<file path="src/rtl/assert_macros.svh">
// assertion helpers, compiled out for synthesis
`ifndef ASSERT_MACROS_SVH
`define ASSERT_MACROS_SVH

`ifndef SYNTHESIS

`define MPBA_ASSERT(name, prop, msg) \
  name: assert property (@(posedge clk_i) disable iff (!rst_ni) (prop)) \
    else $error(msg);

`define MPBA_ASSERT_NEVER(name, cond, msg) \
  name: assert property (@(posedge clk_i) disable iff (!rst_ni) !(cond)) \
    else $error(msg);

`else

`define MPBA_ASSERT(name, prop, msg)

`define MPBA_ASSERT_NEVER(name, cond, msg)

`endif

`endif

</file>
<file path="src/rtl/mpba_pkg.sv">
`default_nettype none

package mpba_pkg;

  localparam int SIZE_W            = 24;
  localparam int CNT_W             = 6;
  localparam int IDX_W             = 5;
  localparam int POOL_W            = 2;
  localparam int OP_W              = 2;
  localparam int STATUS_W          = 2;
  localparam int CFG_POOLS         = 4;
  localparam int CFG_PIDX_W        = 2;
  localparam int CFG_IDX_W         = 3;
  localparam int POOLS_DEF         = 4;
  localparam int TOTAL_BUFFERS_DEF = 32;

  // register map
  localparam logic [CFG_IDX_W-1:0] CFG_POOL_SIZE_0    = 3'd0;
  localparam logic [CFG_IDX_W-1:0] CFG_POOL_BUFFERS_0 = 3'd4;

  typedef enum logic [OP_W-1:0] {
    OP_GET     = 2'd0,
    OP_FREE    = 2'd1,
    OP_REBUILD = 2'd2
  } op_e;

  typedef enum logic [STATUS_W-1:0] {
    ST_OK         = 2'd0,
    ST_NO_POOL    = 2'd1,
    ST_EMPTY      = 2'd2,
    ST_NOT_IN_USE = 2'd3
  } status_e;

  typedef enum logic [2:0] {
    S_IDLE,
    S_GET,
    S_FREE,
    S_RESP,
    S_INIT
  } state_e;

endpackage

`default_nettype wire

</file>
<file path="src/rtl/mpba_ram.sv">
`default_nettype none

module mpba_ram #(
  parameter int WIDTH = 8,
  parameter int DEPTH = 32
) (
  input  wire logic                     clk_i,
  input  wire logic                     we_i,
  input  wire logic [$clog2(DEPTH)-1:0] waddr_i,
  input  wire logic [WIDTH-1:0]         wdata_i,
  input  wire logic                     re_i,
  input  wire logic [$clog2(DEPTH)-1:0] raddr_i,
  output logic      [WIDTH-1:0]         rdata_o
);

  logic [WIDTH-1:0] mem_q [DEPTH];
  logic [WIDTH-1:0] rdata_q;

  always_ff @(posedge clk_i) begin
    if (we_i) begin
      mem_q[waddr_i] <= wdata_i;
    end
    if (re_i) begin
      rdata_q <= mem_q[raddr_i];
    end
  end

  assign rdata_o = rdata_q;

endmodule

`default_nettype wire

</file>
<file path="src/rtl/multi_pool_buffer_allocator_unit.sv">
// Multi-pool buffer allocator.
// Requests enter on in_valid_i/in_stall_o with op_i, request_size_i and
// buffer_index_i; each request gives exactly one response on
// out_valid_o/out_stall_i (status, granted buffer, pool, free count).
// Configuration is a plain write port (cfg_we_i, cfg_idx_i, cfg_wdata_i):
// indexes 0-3 set pool sizes, 4-7 the buffers per pool at rebuild.
// Get and free read the link memory entry when the request is taken,
// then write it back and update the pool head in S_GET or S_FREE; the
// response registers in that state, which waits while the output is
// stalled. Requests are handled one at a time: a new one is taken only
// once the previous one has registered its response. Rebuild walks every
// entry of the link memory once, one entry per cycle, with one step per
// pool to move on to the next pool.
// After reset all pools are empty and every buffer reads as not in use;
// no clearing pass is needed. A stalled response waits in the output
// register while the next request is already taken; that request only
// waits if its own response is ready and the output is still stalled.
`default_nettype none

module multi_pool_buffer_allocator_unit #(
  parameter int POOLS         = mpba_pkg::POOLS_DEF,
  parameter int TOTAL_BUFFERS = mpba_pkg::TOTAL_BUFFERS_DEF
) (
  input  wire logic                              clk_i,
  input  wire logic                              rst_ni,
  input  wire logic                              in_valid_i,
  output logic                                   in_stall_o,
  input  wire logic [mpba_pkg::OP_W-1:0]         op_i,
  input  wire logic [mpba_pkg::SIZE_W-1:0]       request_size_i,
  input  wire logic [mpba_pkg::IDX_W-1:0]        buffer_index_i,
  output logic                                   out_valid_o,
  input  wire logic                              out_stall_i,
  output logic      [mpba_pkg::STATUS_W-1:0]     status_o,
  output logic      [mpba_pkg::IDX_W-1:0]        granted_index_o,
  output logic      [mpba_pkg::POOL_W-1:0]       pool_index_o,
  output logic      [mpba_pkg::CNT_W-1:0]        pool_free_count_o,
  input  wire logic                              cfg_we_i,
  input  wire logic [mpba_pkg::CFG_IDX_W-1:0]    cfg_idx_i,
  input  wire logic [mpba_pkg::SIZE_W-1:0]       cfg_wdata_i
);

  import mpba_pkg::*;

`include "assert_macros.svh"

  localparam int BW  = $clog2(TOTAL_BUFFERS);
  localparam int CW  = $clog2(TOTAL_BUFFERS + 1);
  localparam int PIW = (POOLS > 1) ? $clog2(POOLS) : 1;
  localparam int CPW = $clog2(POOLS + 1);
  localparam int EW  = 1 + POOL_W + BW;

  // configuration
  logic [SIZE_W-1:0] pool_size_q [CFG_POOLS];
  logic [CNT_W-1:0]  pool_bufs_q [CFG_POOLS];

  // pool heads
  logic [BW-1:0] top_q [POOLS];
  logic [CW-1:0] cnt_q [POOLS];

  logic [TOTAL_BUFFERS-1:0] ent_vld_q;
  logic                     rd_vld_q;

  state_e state_q, state_d;

  logic [POOL_W-1:0] pool_q;
  logic [BW-1:0]     bidx_q;
  status_e           rsp_status_q;
  logic [CW-1:0]     ini_ptr_q;
  logic [CPW-1:0]    ini_pool_q;

  logic              out_vld_q;
  status_e           out_status_q;
  logic [IDX_W-1:0]  out_granted_q;
  logic [POOL_W-1:0] out_pool_q;
  logic [CNT_W-1:0]  out_cnt_q;

  // memory port
  logic          ram_we, ram_re;
  logic [BW-1:0] ram_waddr, ram_raddr;
  logic [EW-1:0] ram_wdata, ram_rdata;

  logic              rd_inuse;
  logic [POOL_W-1:0] rd_own;
  logic [BW-1:0]     rd_next;

  logic              in_acc, out_free, in_range;
  logic              get_hit;
  logic [POOL_W-1:0] get_pool;
  logic [CW-1:0]     get_cnt;
  logic [POOL_W-1:0] own_c, free_pool;
  logic [SIZE_W-1:0] free_key;
  logic              ini_done, ini_live, ini_fill;
  logic [POOL_W-1:0] ini_sel;

  logic              out_load;
  status_e           out_status_d;
  logic [IDX_W-1:0]  out_granted_d;
  logic [POOL_W-1:0] out_pool_d;
  logic [CNT_W-1:0]  out_cnt_d;
  logic              hd_we;
  logic [POOL_W-1:0] hd_pool;
  logic [BW-1:0]     hd_top_d;
  logic [CW-1:0]     hd_cnt_d;
  logic              cnt_clr, ptr_inc, pool_inc, vld_set;
  status_e           acc_status;
  int unsigned       cnt_sum;

  assign in_acc   = in_valid_i && !in_stall_o;
  assign out_free = !out_vld_q || !out_stall_i;
  assign in_range = int'(buffer_index_i) < TOTAL_BUFFERS;

  assign rd_inuse = ram_rdata[EW-1];
  assign rd_own   = ram_rdata[BW +: POOL_W];
  assign rd_next  = ram_rdata[BW-1:0];

  // first pool matching the requested size, lowest index wins
  always_comb begin
    get_hit  = 1'b0;
    get_pool = '0;
    for (int p = POOLS - 1; p >= 0; p--) begin
      if (pool_size_q[p] == request_size_i) begin
        get_hit  = 1'b1;
        get_pool = POOL_W'(p);
      end
    end
  end

  assign get_cnt = cnt_q[get_pool[PIW-1:0]];

  // free goes back to the first pool with the owner's size
  assign own_c    = (int'(rd_own) >= POOLS) ? '0 : rd_own;
  assign free_key = pool_size_q[own_c];

  always_comb begin
    free_pool = own_c;
    for (int p = POOLS - 1; p >= 0; p--) begin
      if (pool_size_q[p] == free_key) begin
        free_pool = POOL_W'(p);
      end
    end
  end

  assign ini_done = ini_ptr_q == CW'(TOTAL_BUFFERS);
  assign ini_live = int'(ini_pool_q) < POOLS;
  assign ini_sel  = POOL_W'(ini_pool_q);
  assign ini_fill = ini_live &&
                    (int'(cnt_q[ini_sel[PIW-1:0]]) < int'(pool_bufs_q[ini_sel]));

  // next state
  always_comb begin
    state_d = state_q;
    unique case (state_q)
      S_IDLE: begin
        if (in_acc) begin
          unique case (op_e'(op_i))
            OP_GET:     state_d = (get_hit && get_cnt != '0) ? S_GET : S_RESP;
            OP_FREE:    state_d = in_range ? S_FREE : S_RESP;
            OP_REBUILD: state_d = S_INIT;
            default:    state_d = S_RESP;
          endcase
        end
      end
      S_GET, S_FREE, S_RESP: begin
        if (out_free) state_d = S_IDLE;
      end
      S_INIT: begin
        if (ini_done && out_free) state_d = S_IDLE;
      end
      default: state_d = S_IDLE;
    endcase
  end

  // datapath control
  always_comb begin
    ram_we        = 1'b0;
    ram_waddr     = '0;
    ram_wdata     = '0;
    ram_re        = 1'b0;
    ram_raddr     = '0;
    out_load      = 1'b0;
    out_status_d  = ST_OK;
    out_granted_d = '0;
    out_pool_d    = '0;
    out_cnt_d     = '0;
    hd_we         = 1'b0;
    hd_pool       = '0;
    hd_top_d      = '0;
    hd_cnt_d      = '0;
    cnt_clr       = 1'b0;
    ptr_inc       = 1'b0;
    pool_inc      = 1'b0;
    vld_set       = 1'b0;
    acc_status    = ST_OK;
    unique case (state_q)
      S_IDLE: begin
        unique case (op_e'(op_i))
          OP_GET: begin
            acc_status = get_hit ? ST_EMPTY : ST_NO_POOL;
            ram_re     = in_acc && get_hit && get_cnt != '0;
            ram_raddr  = top_q[get_pool[PIW-1:0]];
          end
          OP_FREE: begin
            acc_status = ST_NOT_IN_USE;
            ram_re     = in_acc && in_range;
            ram_raddr  = BW'(buffer_index_i);
          end
          OP_REBUILD: begin
            cnt_clr = in_acc;
          end
          default: acc_status = ST_OK;
        endcase
      end
      S_GET: begin
        if (out_free) begin
          ram_we        = 1'b1;
          ram_waddr     = top_q[pool_q[PIW-1:0]];
          ram_wdata     = {1'b1, rd_own, rd_next};
          hd_we         = 1'b1;
          hd_pool       = pool_q;
          hd_top_d      = rd_next;
          hd_cnt_d      = cnt_q[pool_q[PIW-1:0]] - CW'(1);
          out_load      = 1'b1;
          out_granted_d = IDX_W'(top_q[pool_q[PIW-1:0]]);
          out_pool_d    = pool_q;
          out_cnt_d     = CNT_W'(hd_cnt_d);
        end
      end
      S_FREE: begin
        if (out_free) begin
          out_load = 1'b1;
          if (rd_vld_q && rd_inuse) begin
            ram_we     = 1'b1;
            ram_waddr  = bidx_q;
            ram_wdata  = {1'b0, rd_own, top_q[free_pool[PIW-1:0]]};
            hd_we      = 1'b1;
            hd_pool    = free_pool;
            hd_top_d   = bidx_q;
            hd_cnt_d   = cnt_q[free_pool[PIW-1:0]] + CW'(1);
            out_pool_d = free_pool;
            out_cnt_d  = CNT_W'(hd_cnt_d);
          end else begin
            out_status_d = ST_NOT_IN_USE;
          end
        end
      end
      S_RESP: begin
        if (out_free) begin
          out_load     = 1'b1;
          out_status_d = rsp_status_q;
          out_pool_d   = pool_q;
        end
      end
      S_INIT: begin
        priority if (ini_done) begin
          out_load = out_free;
        end else if (ini_fill) begin
          ram_we    = 1'b1;
          ram_waddr = ini_ptr_q[BW-1:0];
          ram_wdata = {1'b0, ini_sel, top_q[ini_sel[PIW-1:0]]};
          hd_we     = 1'b1;
          hd_pool   = ini_sel;
          hd_top_d  = ini_ptr_q[BW-1:0];
          hd_cnt_d  = cnt_q[ini_sel[PIW-1:0]] + CW'(1);
          vld_set   = 1'b1;
          ptr_inc   = 1'b1;
        end else if (ini_live) begin
          pool_inc = 1'b1;
        end else begin
          // capacity left over: entry just marked not in use
          ram_we    = 1'b1;
          ram_waddr = ini_ptr_q[BW-1:0];
          ram_wdata = '0;
          vld_set   = 1'b1;
          ptr_inc   = 1'b1;
        end
      end
      default: ;
    endcase
  end

  always_ff @(posedge clk_i or negedge rst_ni) begin
    if (!rst_ni) begin
      state_q    <= S_IDLE;
      ini_ptr_q  <= '0;
      ini_pool_q <= '0;
      ent_vld_q  <= '0;
      out_vld_q  <= 1'b0;
      for (int p = 0; p < CFG_POOLS; p++) begin
        pool_size_q[p] <= '0;
        pool_bufs_q[p] <= '0;
      end
      for (int p = 0; p < POOLS; p++) begin
        cnt_q[p] <= '0;
      end
    end else begin
      state_q <= state_d;
      if (cfg_we_i) begin
        if (cfg_idx_i < CFG_POOL_BUFFERS_0) begin
          pool_size_q[CFG_PIDX_W'(cfg_idx_i - CFG_POOL_SIZE_0)] <= cfg_wdata_i;
        end else begin
          pool_bufs_q[CFG_PIDX_W'(cfg_idx_i - CFG_POOL_BUFFERS_0)] <=
            cfg_wdata_i[CNT_W-1:0];
        end
      end
      if (cnt_clr) begin
        ini_ptr_q  <= '0;
        ini_pool_q <= '0;
        for (int p = 0; p < POOLS; p++) begin
          cnt_q[p] <= '0;
        end
      end else begin
        if (hd_we) cnt_q[hd_pool[PIW-1:0]] <= hd_cnt_d;
        if (ptr_inc) ini_ptr_q <= ini_ptr_q + CW'(1);
        if (pool_inc) ini_pool_q <= ini_pool_q + CPW'(1);
      end
      if (vld_set) ent_vld_q[ini_ptr_q[BW-1:0]] <= 1'b1;
      if (out_load) begin
        out_vld_q <= 1'b1;
      end else if (!out_stall_i) begin
        out_vld_q <= 1'b0;
      end
    end
  end

  always_ff @(posedge clk_i) begin
    if (hd_we) top_q[hd_pool[PIW-1:0]] <= hd_top_d;
    if (ram_re) rd_vld_q <= ent_vld_q[ram_raddr];
    if (in_acc) begin
      pool_q       <= (op_e'(op_i) == OP_GET && get_hit) ? get_pool : '0;
      bidx_q       <= BW'(buffer_index_i);
      rsp_status_q <= acc_status;
    end
    if (out_load) begin
      out_status_q  <= out_status_d;
      out_granted_q <= out_granted_d;
      out_pool_q    <= out_pool_d;
      out_cnt_q     <= out_cnt_d;
    end
  end

  // reads happen only at request time and writes only afterwards,
  // so the same entry is never read and written in one cycle
  mpba_ram #(
    .WIDTH(EW),
    .DEPTH(TOTAL_BUFFERS)
  ) u_link_ram (
    .clk_i  (clk_i),
    .we_i   (ram_we),
    .waddr_i(ram_waddr),
    .wdata_i(ram_wdata),
    .re_i   (ram_re),
    .raddr_i(ram_raddr),
    .rdata_o(ram_rdata)
  );

  assign in_stall_o        = state_q != S_IDLE;
  assign out_valid_o       = out_vld_q;
  assign status_o          = out_status_q;
  assign granted_index_o   = out_granted_q;
  assign pool_index_o      = out_pool_q;
  assign pool_free_count_o = out_cnt_q;

  always_comb begin
    cnt_sum = 0;
    for (int p = 0; p < POOLS; p++) begin
      cnt_sum = cnt_sum + int'(cnt_q[p]);
    end
  end

  `MPBA_ASSERT(a_cnt_bound, cnt_sum <= TOTAL_BUFFERS, "free counts exceed buffer total")
  `MPBA_ASSERT(a_acc_busy, in_acc |=> state_q != S_IDLE, "request taken but block idle")
  `MPBA_ASSERT(a_pop_nonempty, state_q == S_GET |-> cnt_q[pool_q[PIW-1:0]] != '0, "pop from empty pool")
  `MPBA_ASSERT_NEVER(a_ptr_range, ini_ptr_q > CW'(TOTAL_BUFFERS), "rebuild pointer out of range")

endmodule

`default_nettype wire

</file>
<file path="config.mk">
export PLATFORM = sky130hd
export DESIGN_NAME = multi_pool_buffer_allocator_unit
export DESIGN_NICKNAME = d
export VERILOG_FILES = /design/src/rtl/mpba_pkg.sv /design/src/rtl/mpba_ram.sv /design/src/rtl/multi_pool_buffer_allocator_unit.sv
export VERILOG_INCLUDE_DIRS = /design/src /design/src/rtl
export SDC_FILE = /design/constraint.sdc
export NUM_CORES = 1
export LEC_CHECK = 0
export BUFFER_PORTS_ARGS = -buffer_cell sky130_fd_sc_hd__buf_2
export CORE_MARGIN = 2
export CORE_UTILIZATION = 38
export CTS_BUF_LIST = sky130_fd_sc_hd__clkbuf_4
export DETAILED_ROUTE_END_ITERATION = 8
export PLACE_DENSITY = 0.58
export SYNTH_ARGS = -nofsm -noshare
export SYNTH_HDL_FRONTEND = slang
export SYNTH_SLANG_ARGS = --single-unit
</file>
<file path="constraint.sdc">
create_clock -name clk_i -period 7.4 [get_ports clk_i]
set_input_delay 0.74 -clock clk_i [delete_from_list [all_inputs] [get_ports clk_i]]
set_output_delay 0.74 -clock clk_i [all_outputs]
set_load 0.02 [all_outputs]
</file>
Word level (Yosys, flattened, before mapping)
Memory sizes are Yosys's and may differ from the RTL's. A register that Yosys moved wholly into a read port is not among the register bits.
Cells that the tools add are included.
{"block": "word_totals", "register_bits": 214, "mem_count": 2, "input_bits": 63, "ram_bits": 276, "romBits": 0, "latchBits": 0}
{"memory": "u_link_ram.mem_q", "words": 32, "word_bits": 8, "read_ports": 1, "rd_clocked_by_memory_dff": 1, "write_ports": 1, "line_no": "mpba_ram.sv:16", "text": "logic [WIDTH-1:0] mem_q [DEPTH];"}
{"memory": "top_q", "words": 4, "word_bits": 5, "read_ports": 4, "rd_clocked_by_memory_dff": 1, "write_ports": 1, "line_no": "multi_pool_buffer_allocator_unit.sv:57", "text": "logic [BW-1:0] top_q [POOLS];"}
{"block": "classes", "n_bitwise": 10, "n_lt_le_gt_ge": 17, "n_reduce_logical": 28, "n_shift": 0, "muxes": 123, "n_mul": 0, "eq_ne": 19, "n_addsub": 6, "div": 0}
{"operator": "24-bit == test", "count": 8}
{"operator": "24-bit two-way mux", "count": 5}
{"operator": "6-bit two-way mux", "count": 19}
{"operator": "96-bit bitwise mux", "count": 1}
{"operator": "6-bit binary-select mux with 2-bit select", "count": 5}
{"operator": "5-bit two-way mux", "count": 10}
{"operator": "24-bit binary-select mux with 2-bit select", "count": 1}
{"operator": "24-bit bitwise mux", "count": 2}
{"operator": "24-bit demux with 2-bit select", "count": 1}
{"operator": "2-bit two-way mux", "count": 20}
{"operator": "32-bit bitwise OR", "count": 1}
{"operator": "5-bit case mux with 3 select lines", "count": 2}
{"operator": "1-bit two-way mux", "count": 29}
{"operator": "7-bit two-way mux", "count": 4}
{"operator": "6-bit demux with 2-bit select", "count": 2}
{"operator": "3-bit greater-or-equal comparator (second input constant)", "count": 8}
{"operator": "2-bit NOT with 3-bit output", "count": 8}
{"operator": "8-bit case mux with 3 select lines", "count": 1}
{"operator": "6-bit by 1-bit adder with 6-bit output (second input constant)", "count": 3}
{"operator": "3-bit case mux with 3 select lines", "count": 2}
{"operator": "6-bit case mux with 3 select lines", "count": 1}
{"operator": "3-bit two-way mux", "count": 5}
{"operator": "1-bit logical AND", "count": 12}
{"operator": "5-bit by 6-bit < comparator with 1-bit output (second input constant)", "count": 2}
{"operator": "36 further kinds", "count": 51}

Logic depth before layout (Yosys ltp)
Gate-level depths: netlist (run 1).
{"block": "logic_depth", "word_depth": 20, "depth_mapped": 18, "depth_no_buf": 14}

Hierarchy
From an unflattened synthesis (run 1), not the netlist that was laid out.
{"block": "hier_totals", "hier_cells": 1894, "area_unflattened_um2": 25673.4}
{"mod": "multi_pool_buffer_allocator_unit", "cells_per_inst": 1477, "area_per_inst_um2": 15539.9, "instances": 1}
{"mod": "mpba_ram", "cells_per_inst": 417, "area_per_inst_um2": 10133.5, "instances": 1}

Least setup slack after synthesis (run 1)
No wires, ideal clock.
{"block": "synth_timing", "path_kind": "register to register", "start": "register ini_pool_q[0]", "end": "memory u_link_ram.mem_q[24][0], enable pin", "required_ps": 7030, "path_slack_ps": 3075, "n_path_buf": 4, "path_stages_with_launch": 17, "arrival_time_ps": 3954, "setup_ps": 370, "path_cell_list": "dfrtp_1 buf_2 buf_1 mux4_2 inv_1 ha_1 a21oi_1 nor2b_1 o21ai_0 a211o_1 nor2_1 nor2_1 clkbuf_1 a221o_1 or3_1 clkbuf_1 nor2_1"}
{"block": "synth_via", "elab_chain_cells": 11}
{"item": "start: declaration", "line_no": "multi_pool_buffer_allocator_unit.sv:69", "text": "logic [CPW-1:0] ini_pool_q;"}
{"item": "start signal: assignment", "line_no": "multi_pool_buffer_allocator_unit.sv:314", "text": "if (pool_inc) ini_pool_q <= ini_pool_q + CPW'(1);"}
{"item": "2-bit NOT with 3-bit output (implied by the code)", "line_no": "multi_pool_buffer_allocator_unit.sv:147", "text": "(int'(cnt_q[ini_sel[PIW-1:0]]) < int'(pool_bufs_q[ini_sel]));"}
{"item": "6-bit binary-select mux with 2-bit select", "line_no": "multi_pool_buffer_allocator_unit.sv:147"}
{"item": "6-bit two-way mux (implied by the code) (2 in a row)", "line_no": "multi_pool_buffer_allocator_unit.sv:147"}
{"item": "6-bit < comparator", "line_no": "multi_pool_buffer_allocator_unit.sv:147"}
{"item": "1-bit logical AND", "line_no": "multi_pool_buffer_allocator_unit.sv:146", "text": "assign ini_fill = ini_live &&"}
{"item": "1-bit two-way mux", "line_no": "multi_pool_buffer_allocator_unit.sv:256", "text": "end else if (ini_fill) begin"}
{"item": "1-bit two-way mux", "line_no": "multi_pool_buffer_allocator_unit.sv:254", "text": "priority if (ini_done) begin"}
{"item": "1-bit case mux with 3 select lines", "line_no": "multi_pool_buffer_allocator_unit.sv:194", "text": "unique case (state_q)"}
{"item": "1-bit two-way mux", "line_no": "mpba_ram.sv:20", "text": "if (we_i) begin"}
{"item": "1-bit two-way mux (implied by the code)", "line_no": "mpba_ram.sv:21", "text": "mem_q[waddr_i] <= wdata_i;"}
{"item": "end: declaration", "line_no": "mpba_ram.sv:16"}
Parallel ways exist; a longest one is shown, timed or not. The select of a mux whose other input is x is not followed.

Final worst setup path (run 1)
{"block": "layout_timing", "start": "register u_link_ram.rdata_q[6], in the netlist u_link_ram.rdata_o[6] (read register of u_link_ram.mem_q)", "end": "memory u_link_ram.mem_q[4][0] (data pin)"}
{"block": "layout_via", "elab_chain_cells": 13}
{"item": "start: declaration", "line_no": "mpba_ram.sv:17", "text": "logic [WIDTH-1:0] rdata_q;"}
{"item": "2-bit NOT with 3-bit output (implied by the code)", "line_no": "multi_pool_buffer_allocator_unit.sv:132", "text": "assign free_key = pool_size_q[own_c];"}
{"item": "24-bit binary-select mux with 2-bit select", "line_no": "multi_pool_buffer_allocator_unit.sv:132"}
{"item": "24-bit two-way mux (implied by the code) (2 in a row)", "line_no": "multi_pool_buffer_allocator_unit.sv:132"}
{"item": "24-bit == test", "line_no": "multi_pool_buffer_allocator_unit.sv:137", "text": "if (pool_size_q[p] == free_key) begin"}
{"item": "2-bit two-way mux (3 in a row)", "line_no": "multi_pool_buffer_allocator_unit.sv:137"}
{"item": "2-bit two-way mux (*)", "line_no": "multi_pool_buffer_allocator_unit.sv:137"}
{"item": "memory read 4 x 5 bit (*)"}
{"item": "7-bit two-way mux (*)", "line_no": "multi_pool_buffer_allocator_unit.sv:231", "text": "if (rd_vld_q && rd_inuse) begin"}
{"item": "7-bit two-way mux (*)", "line_no": "multi_pool_buffer_allocator_unit.sv:229", "text": "if (out_free) begin"}
{"item": "8-bit case mux with 3 select lines (*)", "line_no": "multi_pool_buffer_allocator_unit.sv:194"}
{"item": "via ram_wdata[0]", "line_no": "multi_pool_buffer_allocator_unit.sv:80", "text": "logic [EW-1:0] ram_wdata, ram_rdata;"}
Mark *: on every way through the listed nets, which the timed path passes. The rest lies on a longest branch. The select of a mux whose other input is x is not followed.

==> results of run 1 <==
[layout make-up]
type	instances	area, um^2
inverter	46	172.7
antenna	7	17.52
clock buffer	192	1441
timing repair buffer	138	917.1
sequential	500	14050
fill	6503	39390
clock inverter	49	305.3
multi-input combinational	1496	11370
tap	931	1165
[synthesized netlist by cell type, drive strengths merged, types with 7 or more instances]
| library cell | instances | share of area |
|---|---|---|
| a21o | 17 | 0.0048 |
| a21oi | 91 | 0.018 |
| edfxtp | 309 | 0.35 |
| a31oi | 13 | 0.0031 |
| nor2 | 226 | 0.032 |
| nor4 | 29 | 0.0068 |
| nand3 | 33 | 0.0062 |
| a221o | 10 | 0.0038 |
| nor3 | 37 | 0.0070 |
| o21bai | 21 | 0.0060 |
| nor3b | 7 | 0.0022 |
| nand4 | 26 | 0.0064 |
| nand2b | 8 | 0.0019 |
| inv | 46 | 0.0065 |
| and2 | 17 | 0.0040 |
| mux2i | 160 | 0.060 |
| a211o | 9 | 0.0030 |
| a22oi | 7 | 0.0020 |
| a311oi | 8 | 0.0026 |
| ha | 18 | 0.0085 |
| clkbuf | 111 | 0.016 |
| a211oi | 34 | 0.011 |
| dfrtp | 189 | 0.18 |
| o21ai | 38 | 0.0076 |
| mux2 | 126 | 0.054 |
| mux4 | 32 | 0.027 |
| xor2 | 145 | 0.048 |
| nand3b | 7 | 0.0020 |
| nand2 | 117 | 0.017 |
| o31ai | 8 | 0.0023 |
| xnor2 | 121 | 0.040 |
| a222oi | 12 | 0.0045 |
| buf | 91 | 0.020 |
| nor2b | 14 | 0.0033 |
| o211ai | 20 | 0.0057 |
| o22ai | 13 | 0.0031 |
[sequential cells by signal, indices dropped and copies added (netlist names), 5 cells and up, named ones only]
| signal | count |
|---|---|
| u_link_ram.mem_q | 256 |
| pool_size_q | 96 |
| ent_vld_q | 32 |
| cnt_q | 24 |
| pool_bufs_q | 24 |
| top_q | 20 |
| u_link_ram.rdata_o | 8 |
| ini_ptr_q | 6 |
| pool_free_count_o | 6 |
| bidx_q | 5 |
| granted_index_o | 5 |
[power breakdown]
group / leakage, nW / total (mW) / switching (mW) / internal, mW
logic: 5.15 / 3.48 / 2.14 / 1.34
clock network: 1.02 / 2.52 / 1.21 / 1.31
registers: 5.25 / 4.29 / 0.672 / 3.62
total: 11.4 / 10.3 / 4.02 / 6.27
[metrics by stage]
step	hold WS (ns)	cells
floorplan	0.4271	2244
global placement	0.4395	3088
detailed placement	0.4456	3088
CTS	0.01540	3352
global route	0.01838	3355
finish	0.07572	3359
[worst register-to-register path, cell delays in order (launching register included)]
cell and delay, ns:
edfxtp_1 0.50, buf_4 0.66, mux2i_1 0.41, xor2_1 0.34
o2111ai_1 0.23, o41ai_2 0.71, nand4_2 0.39, o21ai_1 0.19
buf_4 0.25, mux2_2 0.36, nor2_1 0.10, a21oi_1 0.06
a222oi_1 0.47, inv_1 0.60
[what timing repair did]
action                    in CTS  in global routing
hold endpoints to repair     141                  0
hold buffers                  23                  0
resized for setup              0                  0
[worst paths after layout]
kind	start	endpoint	slack, ns	cells past startpoint
min reg2reg	ent_vld_q[13]$_DFFE_PN0P_	ent_vld_q[13]$_DFFE_PN0P_	0.46	1
min in group asynchronous	rst_ni	pool_size_q[12]$_DFFE_PN0P_	0.27	2
max	u_link_ram.rdata_o[6]$_DFFE_PP_	u_link_ram.mem_q[4][0]$_DFFE_PP_	1.62	13
max in group asynchronous	rst_ni	cnt_q[4]$_DFFE_PN0P_	5.67	3
max reg2reg	u_link_ram.rdata_o[6]$_DFFE_PP_	u_link_ram.mem_q[4][0]$_DFFE_PP_	1.62	13
min	buffer_index_i[2]	bidx_q[2]$_DFFE_PP_	0.08	1
[metal layers]
layer  up-vias  track usage
li1       8399            -
met1      9355       0.3064
met2       720       0.3703
met3       165      0.04985
met4         2      0.08229
met5         -            0
[cell families after synthesis]
group,count (synthesis),synth area share
AND/OR/NAND/NOR,545,0.09521
flip-flops,500,0.5303
AO/OA/AOI/OAI,349,0.09441
multiplexers,318,0.1415
XOR/XNOR,266,0.08794
buffers and inverters,248,0.04217
adder cells (fa/ha/maj),18,0.008501
==> flow_metrics.py, run 1 <==
metrics = {
    "timing": {
        "rsz0062_at_grt": "no",
        "finalClockSkew_ns": 0.08239,
        "finalCritPeriodShare": 0.7804,
        "maxSlewHeadroom": 0.2475,
        "setup-tns-final_ns": 0,
        "worstMarginPinSlew_ns": 1.128,
        "final-max-slew-violation-count": 0,
        "max_freq_ghz": 0.1732,
        "fin_ws_ns": 1.625,
        "period_needed_ns": 5.775,
        "hold_violations": 0,
        "setup_viol": 0,
    },
    "routing": {
        "wl_um": 81720,
        "route.met2.wl_um": 38570,
        "drc": 0,
        "vias": 18640,
        "routed.top_layer": "met5",
        "final_antenna_net_count": 0,
        "via_per_inst": 5.550,
        "drtPass1Iterations": 9,
        "drtIter0Drc": 1986,
        "wl_met3_um": 5429,
        "wl_met1_um": 35310,
        "drt-wirelength-per-cell_um": 24.33,
    },
    "synth": {
        "synth.net_count": 2325,
        "synth.ff_latch_count": 500,
        "avgSynthCellArea_um2": 11.81,
        "ys_seq_area_frac": 0.5303,
        "synth_flop_cell": "edfxtp_1",
        "syn_inst": 2244,
        "async_flop_share": 0.3780,
        "ys_warn_count": 0,
        "netlist_area_um2": 26490,
        "ys_types": 81,
        "synth_edf_count": 309,
    },
    "cts": {
        "cts-root-buf": "clkbuf_4",
        "htreeDepth": 4,
        "cts_setup_buffers": 0,
        "cts_tree": "built",
        "numCtsBuffers": 138,
        "clkLatencyLatePin_ns": 1.02,
        "cts_sinks": 500,
        "clk_transition_reported_paths_ns": 0.07,
        "cts_buffer_depth": 3,
    },
    "worst_setup_path": {
        "worstSetupEndpointType": "flop",
        "cp.required_ns": 7.90,
        "critical_path.top_delay_family": "compound AO/OA/AOI/OAI gates",
        "path_buf_inv": 3,
        "worst_path_max_delay_cell": "o41ai_2",
        "worstPathCellList": "buf_4 -> mux2i_1 -> xor2_1 -> o2111ai_1 -> o41ai_2 -> nand4_2 -> o21ai_1 -> buf_4 -> mux2_2 -> nor2_1 -> a21oi_1 -> a222oi_1 -> inv_1",
        "arrival_ns": 6.28,
        "critical-path-max-stage-delay_ns": 0.71,
        "cp-start-kind": "flop",
        "crit_top_cell": "buf_4",
        "critPathMaxFanout": 54,
        "path_class": "flop to flop",
    },
    "power_and_ir_drop": {
        "powerDensity_nw_per_um2": 349.6,
        "peakVddDrop_mv": 0.1539,
        "power.total_mw": 10.29,
        "p_leak_nw": 11.42,
    },
    "die": {
        "fp.dieArea_um2": 71850,
        "die_h_um": 268.0,
        "die_x_um": 268.0,
        "fp.coreArea_um2": 68830,
        "pin_count": 80,
        "fp-row-count": 96,
        "initial_core_util": 0.3849,
    },
    "global_routing": {
        "grt-ovfl-total": 0,
        "grt_usage": 0.2302,
        "grt_pass1_vias": 19000,
        "grt_pass1_wl_um": 122200,
        "antenna_found_initial": 4,
        "grt_max_degree": 146,
    },
    "cells_and_area": {
        "fin_nets": 2401,
        "syn_to_final_growth_pct": 11.12,
        "drive_gt1_frac": 0.2115,
        "final_common_cell": "edfxtp_1",
        "fin_area_um2": 29440,
        "most-common-layout-cells": "edfxtp_1, nor2_1, clkbuf_4",
        "fin_util": 0.4277,
    },
    "placement": {
        "place_area_um2": 27450,
        "dp_hpwl_um": 56240,
        "post-place-ws_ns": 1.656,
        "io_buffers": 79,
        "gp_congestion": 1.002,
    },
    "outcome": {
        "outcome": "finished, final reports clean",
    },
    "hold_path": {
        "hp-class": "input pin to flop",
    },
    "job": {
        "max-cap-violations": 0,
    },
}
No activity file was read; power rests on OpenSTA's default activity.
==> run 2: changes to the inputs <==
--- a/config.mk
+++ b/config.mk
@@ -11,7 +11,7 @@
 export CORE_UTILIZATION = 38
 export CTS_BUF_LIST = sky130_fd_sc_hd__clkbuf_4
 export DETAILED_ROUTE_END_ITERATION = 8
-export PLACE_DENSITY = 0.58
+export PLACE_DENSITY = 0.6
 export SYNTH_ARGS = -nofsm -noshare
 export SYNTH_HDL_FRONTEND = slang
 export SYNTH_SLANG_ARGS = --single-unit
==> constraint.sdc (replaced) <==
create_clock -name clk_i -period 4.7 [get_ports clk_i]
set_input_delay 0.47 -clock clk_i [delete_from_list [all_inputs] [get_ports clk_i]]
set_output_delay 0.47 -clock clk_i [all_outputs]
set_load 0.02 [all_outputs]
==> run 2 against run 1 <==
Against the previous run:
- sequential cell count stayed put
- global-route usage is 1.1 points higher
- clock skew is 0.0074 ns lower
- critical path depth is 1 higher
- fmax is 28% higher
- die area stayed put
- register-to-register slack worse by 1.4 ns
- clock-buffer cell count is 18 higher
- worst hold slack better by 0.045 ns
- setup slack worse by 1.4 ns
- largest power group unchanged
- utilization is 2.1 points higher
- cell count is 4.0% higher
==> flow_metrics.py, run 2 (synthesis results as in run 1) <==
metrics = {
    "cells_and_area": {
        "nFillCells": 6436,
        "multi_input_area_um2": 11410,
        "drive_gt1_frac": 0.2584,
        "seq_area_um2": 14050,
        "top_register": "u_link_ram.mem_q",
        "most-common-layout-cells": "edfxtp_1, nor2_1, clkbuf_4",
        "fin_nets": 2540,
        "final_common_cell": "edfxtp_1",
        "syn_to_final_growth_pct": 16.51,
        "largestRegisters": "u_link_ram.mem_q (256), pool_size_q (96), ent_vld_q (32)",
        "largest_reg_flops": 256,
        "fin_util": 0.4485,
    },
    "power_and_ir_drop": {
        "powerDensity_nw_per_um2": 550.0,
        "seqPwrFrac": 0.386,
        "power.switching_mw": 6.560,
        "power_frac_clock": 0.242,
        "peakVddDrop_mv": 0.3318,
        "p_int_mw": 10.42,
        "switching_share": 0.3864,
        "power.total_mw": 16.98,
        "p_leak_nw": 12.25,
        "combPwrFrac": 0.372,
    },
    "routing": {
        "via_per_inst": 5.512,
        "drtPass1Iterations": 8,
        "drc": 0,
        "vias": 19250,
        "drtIter0Drc": 1783,
        "final_antenna_net_count": 0,
        "drt-wirelength-per-cell_um": 24.30,
        "wl_um": 84860,
    },
    "die": {
        "pin_count": 80,
        "fp.coreArea_um2": 68830,
        "fp.dieArea_um2": 71850,
        "fp-row-count": 96,
        "die_x_um": 268.0,
        "die_h_um": 268.0,
        "initial_core_util": 0.3849,
    },
    "timing": {
        "fin_ws_ns": 0.1859,
        "finalClockSkew_ns": 0.07504,
        "period_needed_ns": 4.514,
        "max_freq_ghz": 0.2215,
        "hold_violations": 0,
        "hold_slack_ns": 0.1204,
        "worstMarginPinSlew_ns": 1.020,
        "maxSlewHeadroom": 0.3202,
        "finalCritPeriodShare": 0.9604,
        "setup-tns-final_ns": 0,
        "setup_viol": 0,
        "final-max-slew-violation-count": 0,
        "rsz0062_at_grt": "no",
    },
    "cts": {
        "clk_transition_reported_paths_ns": 0.07,
        "clkLatencyLatePin_ns": 1.01,
        "cts_sinks": 500,
        "cts-root-buf": "clkbuf_4",
        "cts_tree": "built",
        "cts_buffer_depth": 3,
        "numCtsBuffers": 139,
        "htreeDepth": 4,
    },
    "outcome": {
        "outcome": "finished, final reports clean",
    },
    "worst_setup_path": {
        "cp-start-kind": "flop",
        "critPathMaxFanout": 31,
        "cp.required_ns": 5.45,
        "path_class": "flop to flop",
        "worstSetupEndpointType": "flop",
        "arrival_ns": 5.26,
    },
    "global_routing": {
        "grt_pass1_wl_um": 127000,
        "grt_usage": 0.2408,
        "grt_max_degree": 100,
        "grt-ovfl-total": 0,
        "grt_pass1_vias": 19660,
        "antenna_found_initial": 5,
    },
    "placement": {
        "gp_congestion": 0.9366,
        "post-place-ws_ns": -0.1773,
        "io_buffers": 79,
        "dp_hpwl_um": 60440,
    },
    "hold_path": {
        "hp-class": "input pin to flop",
    },
    "job": {
        "max-cap-violations": 0,
    },
}
run 2: what timing repair did:
item	CTS	global route
hold endpoints to repair	232	0
setup buffers	0	1
setup endpoints to repair	2	9
resized for setup	1	5
hold buffers	38	0
pin swaps	0	2
run 2: final cells by class:
| class | count | area share |
|---|---|---|
| flip-flops and latches | 500 | 0.4551 |
| clock inverters | 30 | 0.007864 |
| repair buffers | 276 | 0.07260 |
| multi-input cells | 1496 | 0.3697 |
| clock buffers | 210 | 0.05108 |
| diodes | 3 | 0.0002432 |
| inverters | 46 | 0.005594 |
| well taps | 931 | 0.03774 |
run 2: per-layer routing:
layer	GRT usage	share of wire	vias up	wire length (um)
met2	0.3871	0.47	731	39720
met4	0.09361	0.028	2	2363
met1	0.3221	0.44	9731	36950
met5	0	0.00019	-	16
met3	0.04582	0.068	138	5807
li1	-	-	8645	-
run 2: critical path, stage by stage (launching register included):
cell and delay (ns):
dfrtp_1 0.56, xor2_1 0.25, nor4_2 0.43, nand2_1 0.13, or3_1 0.51, and3_1 0.20
a222oi_1 0.36, buf_4 0.26, nand2_4 0.19, buf_12 0.26, mux2_2 0.25, nor2_1 0.04
a211oi_1 0.21, a21oi_1 0.12, a221oi_2 0.46
run 2: power groups by stage:
| stage | combinational (mW) | clock, mW | sequential (mW) |
|---|---|---|---|
| after floorplan | 4.22 | 0 | 6.08 |
| after global placement | 6.15 | 0 | 6.60 |
| after detailed placement | 6.18 | 0 | 6.61 |
| after CTS | 6.26 | 4.23 | 6.53 |
| after global routing | 6.79 | 4.47 | 6.62 |
| final | 6.31 | 4.11 | 6.55 |
run 2: worst paths after layout:
| check | startpoint | end | slack (ns) | depth (start not counted) |
|---|---|---|---|---|
| worst max register to register | pool_size_q[95]$_DFFE_PN0P_ | u_link_ram.rdata_o[6]$_DFFE_PP_ | 0.19 | 14 |
| worst max-delay path | pool_size_q[95]$_DFFE_PN0P_ | u_link_ram.rdata_o[6]$_DFFE_PP_ | 0.19 | 14 |
| worst min-delay path | cfg_we_i | pool_bufs_q[18]$_DFFE_PN0P_ | 0.12 | 4 |
| min in group asynchronous | rst_ni | pool_size_q[41]$_DFFE_PN0P_ | 0.16 | 2 |
| max in group asynchronous | rst_ni | pool_bufs_q[13]$_DFFE_PN0P_ | 3.51 | 3 |
| worst min register to register | ent_vld_q[10]$_DFFE_PN0P_ | ent_vld_q[10]$_DFFE_PN0P_ | 0.46 | 1 |
run 2: metrics by stage:
stage	instance area (um^2)	instances
CTS	30820	3488
detailed placement	28610	3210
floorplan	26490	2244
global route	30870	3492
global placement	28610	3210
finish	30870	3492
==> run 3: changes to the inputs <==
--- a/config.mk
+++ b/config.mk
@@ -12,6 +12,7 @@
 export CTS_BUF_LIST = sky130_fd_sc_hd__clkbuf_4
 export DETAILED_ROUTE_END_ITERATION = 8
 export PLACE_DENSITY = 0.6
+export RECOVER_POWER = 25
 export SYNTH_ARGS = -nofsm -noshare
 export SYNTH_HDL_FRONTEND = slang
 export SYNTH_SLANG_ARGS = --single-unit
==> run 3 against run 2 <==
Against the previous run:
- the flow now finishes with violations (capacitance limit, slew limit)
- final area decreased by 0.28%
- clock skew decreased by 0.0046 ns
- sequential power about the same
- sequential share of layout area increased by 0.13 points
- worst hold slack got worse by 0.011 ns
- via count about the same
- clock power about the same
- first-iteration DRC count increased by 2.9%
- critical path type unchanged
- highest routed layer unchanged
==> flow_metrics.py, run 3 (synthesis results as in run 1) <==
metrics = {
    "worst_setup_path": {
        "arrival_ns": 5.29,
        "critical_path.top_delay_family": "simple AND/OR/NAND/NOR gates",
        "worstPathCellList": "xor2_1 -> nor4_2 -> nand2_1 -> or3_1 -> and3_1 -> a222oi_1 -> buf_4 -> nand2_4 -> buf_12 -> mux2_2 -> nor2_1 -> a211oi_1 -> a21oi_1 -> a221oi_2",
        "critical-path-max-stage-delay_ns": 0.57,
        "worst_path_max_delay_cell": "dfrtp_1",
        "cp-start-kind": "flop",
        "path_class": "flop to flop",
        "r2r_setup_slack_ns": 0.15,
        "path_buf_inv": 2,
        "worstSetupEndpointType": "flop",
        "cp.required_ns": 5.44,
        "critPathMaxFanout": 31,
    },
    "die": {
        "die_x_um": 268.0,
        "die_h_um": 268.0,
        "fp.dieArea_um2": 71850,
        "pin_count": 80,
        "initial_core_util": 0.3849,
        "fp-row-count": 96,
        "fp.coreArea_um2": 68830,
    },
    "cts": {
        "cts_sinks": 500,
        "cts_buffer_depth": 3,
        "cts_tree": "built",
        "htreeDepth": 4,
        "cts-root-buf": "clkbuf_4",
        "numCtsBuffers": 139,
        "clk_transition_reported_paths_ns": 0.07,
        "clkLatencyLatePin_ns": 1.00,
    },
    "global_routing": {
        "antenna_found_initial": 5,
        "grt_pass1_vias": 19660,
        "grt_max_degree": 100,
        "grt_usage": 0.2408,
        "grt-ovfl-total": 0,
        "grt_pass1_wl_um": 127000,
    },
    "routing": {
        "drc": 0,
        "via_per_inst": 5.511,
        "wl_um": 84940,
        "vias": 19240,
        "drtIter0Drc": 1834,
        "drt-wirelength-per-cell_um": 24.33,
        "final_antenna_net_count": 0,
        "drtPass1Iterations": 6,
    },
    "cells_and_area": {
        "top_register": "u_link_ram.mem_q",
        "most-common-layout-cells": "edfxtp_1, nor2_1, clkbuf_4",
        "largest_reg_flops": 256,
        "drive_gt1_frac": 0.2506,
        "fin_nets": 2540,
        "syn_to_final_growth_pct": 16.19,
        "fin_cells": 3492,
        "final_common_cell": "edfxtp_1",
        "largestRegisters": "u_link_ram.mem_q (256), pool_size_q (96), ent_vld_q (32)",
    },
    "power_and_ir_drop": {
        "power.switching_mw": 6.559,
        "p_leak_nw": 12.18,
        "seqPwrFrac": 0.386,
        "power_frac_clock": 0.242,
        "peakVddDrop_mv": 0.3303,
        "switching_share": 0.3867,
        "powerDensity_nw_per_um2": 551.0,
        "p_int_mw": 10.40,
        "power.total_mw": 16.96,
        "combPwrFrac": 0.372,
    },
    "timing": {
        "period_needed_ns": 4.546,
        "setup_viol": 0,
        "setup-tns-final_ns": 0,
        "finalCritPeriodShare": 0.9671,
        "hold_slack_ns": 0.1093,
        "hold_violations": 0,
        "rsz0062_at_grt": "no",
        "final-max-slew-violation-count": 183,
        "worstMarginPinSlew_ns": 2.620,
        "maxSlewHeadroom": -0.7464,
        "max_freq_ghz": 0.2200,
        "finalClockSkew_ns": 0.07046,
    },
    "outcome": {
        "violations": "capacitance limit, slew limit",
        "outcome": "complete, but fails checks",
    },
    "job": {
        "max-cap-violations": 4,
    },
    "placement": {
        "dp_cells": 3210,
        "gp_congestion": 0.9366,
        "io_buffers": 79,
        "dp_hpwl_um": 60440,
    },
    "hold_path": {
        "hp-class": "input pin to flop",
    },
}
-- run 3: layer usage --
layer  global-route usage  wire length [um]  vias up
met5                    0                16        -
met4              0.09361              2532        2
met3              0.04582              5958      153
met2               0.3871             39580      799
met1               0.3221             36860     9649
li1                     -                 -     8640
-- run 3: what timing repair did --
action / 4_1_cts / 5_1_grt
endpoints found under the setup margin: 2 / 9
pin swaps: 0 / 2
endpoints found under the hold margin: 232 / 0
hold buffers: 38 / 0
resized for setup: 1 / 5
buffers inserted: 0 / 1
-- run 3: cell type report --
cell class                 instances  area, um^2
antenna                            3       7.507
tap                              931        1165
sequential                       500       14050
inverter                          46       172.7
clock buffer                     210        1577
timing repair buffer             276        2171
clock inverter                    30       242.7
fill                            6455       38050
multi-input combinational       1496       11400
-- run 3: worst min-delay path: stages --
cell and delay [ns]:
buf_2 0.15, nor3_1 0.16, mux2_2 0.26
-- run 3: per-stage QoR --
stage,util,cell area [um^2],setup slack [ns]
after floorplan,-,26490,0.3754
after global placement,0.4158,28610,-0.1910
after detailed placement,0.4158,28610,-0.1773
after CTS,0.4478,30820,0.005616
after global routing,0.4472,30780,0.005259
final,0.4472,30780,0.1544
-- run 3: worst paths after layout --
kind,start,endpoint,depth (start not counted)
worst max register to register,pool_size_q[95]$_DFFE_PN0P_,u_link_ram.rdata_o[6]$_DFFE_PP_,14
worst min-delay path,cfg_idx_i[1],pool_bufs_q[18]$_DFFE_PN0P_,3
worst max-delay path,pool_size_q[95]$_DFFE_PN0P_,u_link_ram.rdata_o[6]$_DFFE_PP_,14
worst min register to register,ent_vld_q[10]$_DFFE_PN0P_,ent_vld_q[10]$_DFFE_PN0P_,1
min in group asynchronous,rst_ni,pool_size_q[41]$_DFFE_PN0P_,2
max in group asynchronous,rst_ni,pool_bufs_q[2]$_DFFE_PN0P_,3
-- run 3: power by group through the flow --
stage	registers, mW	clock network [mW]	logic [mW]
finish	6.55	4.11	6.30
global placement	6.60	0	6.15
CTS	6.53	4.23	6.26
global route	6.62	4.47	6.77
floorplan	6.08	0	4.22
detailed placement	6.61	0	6.18
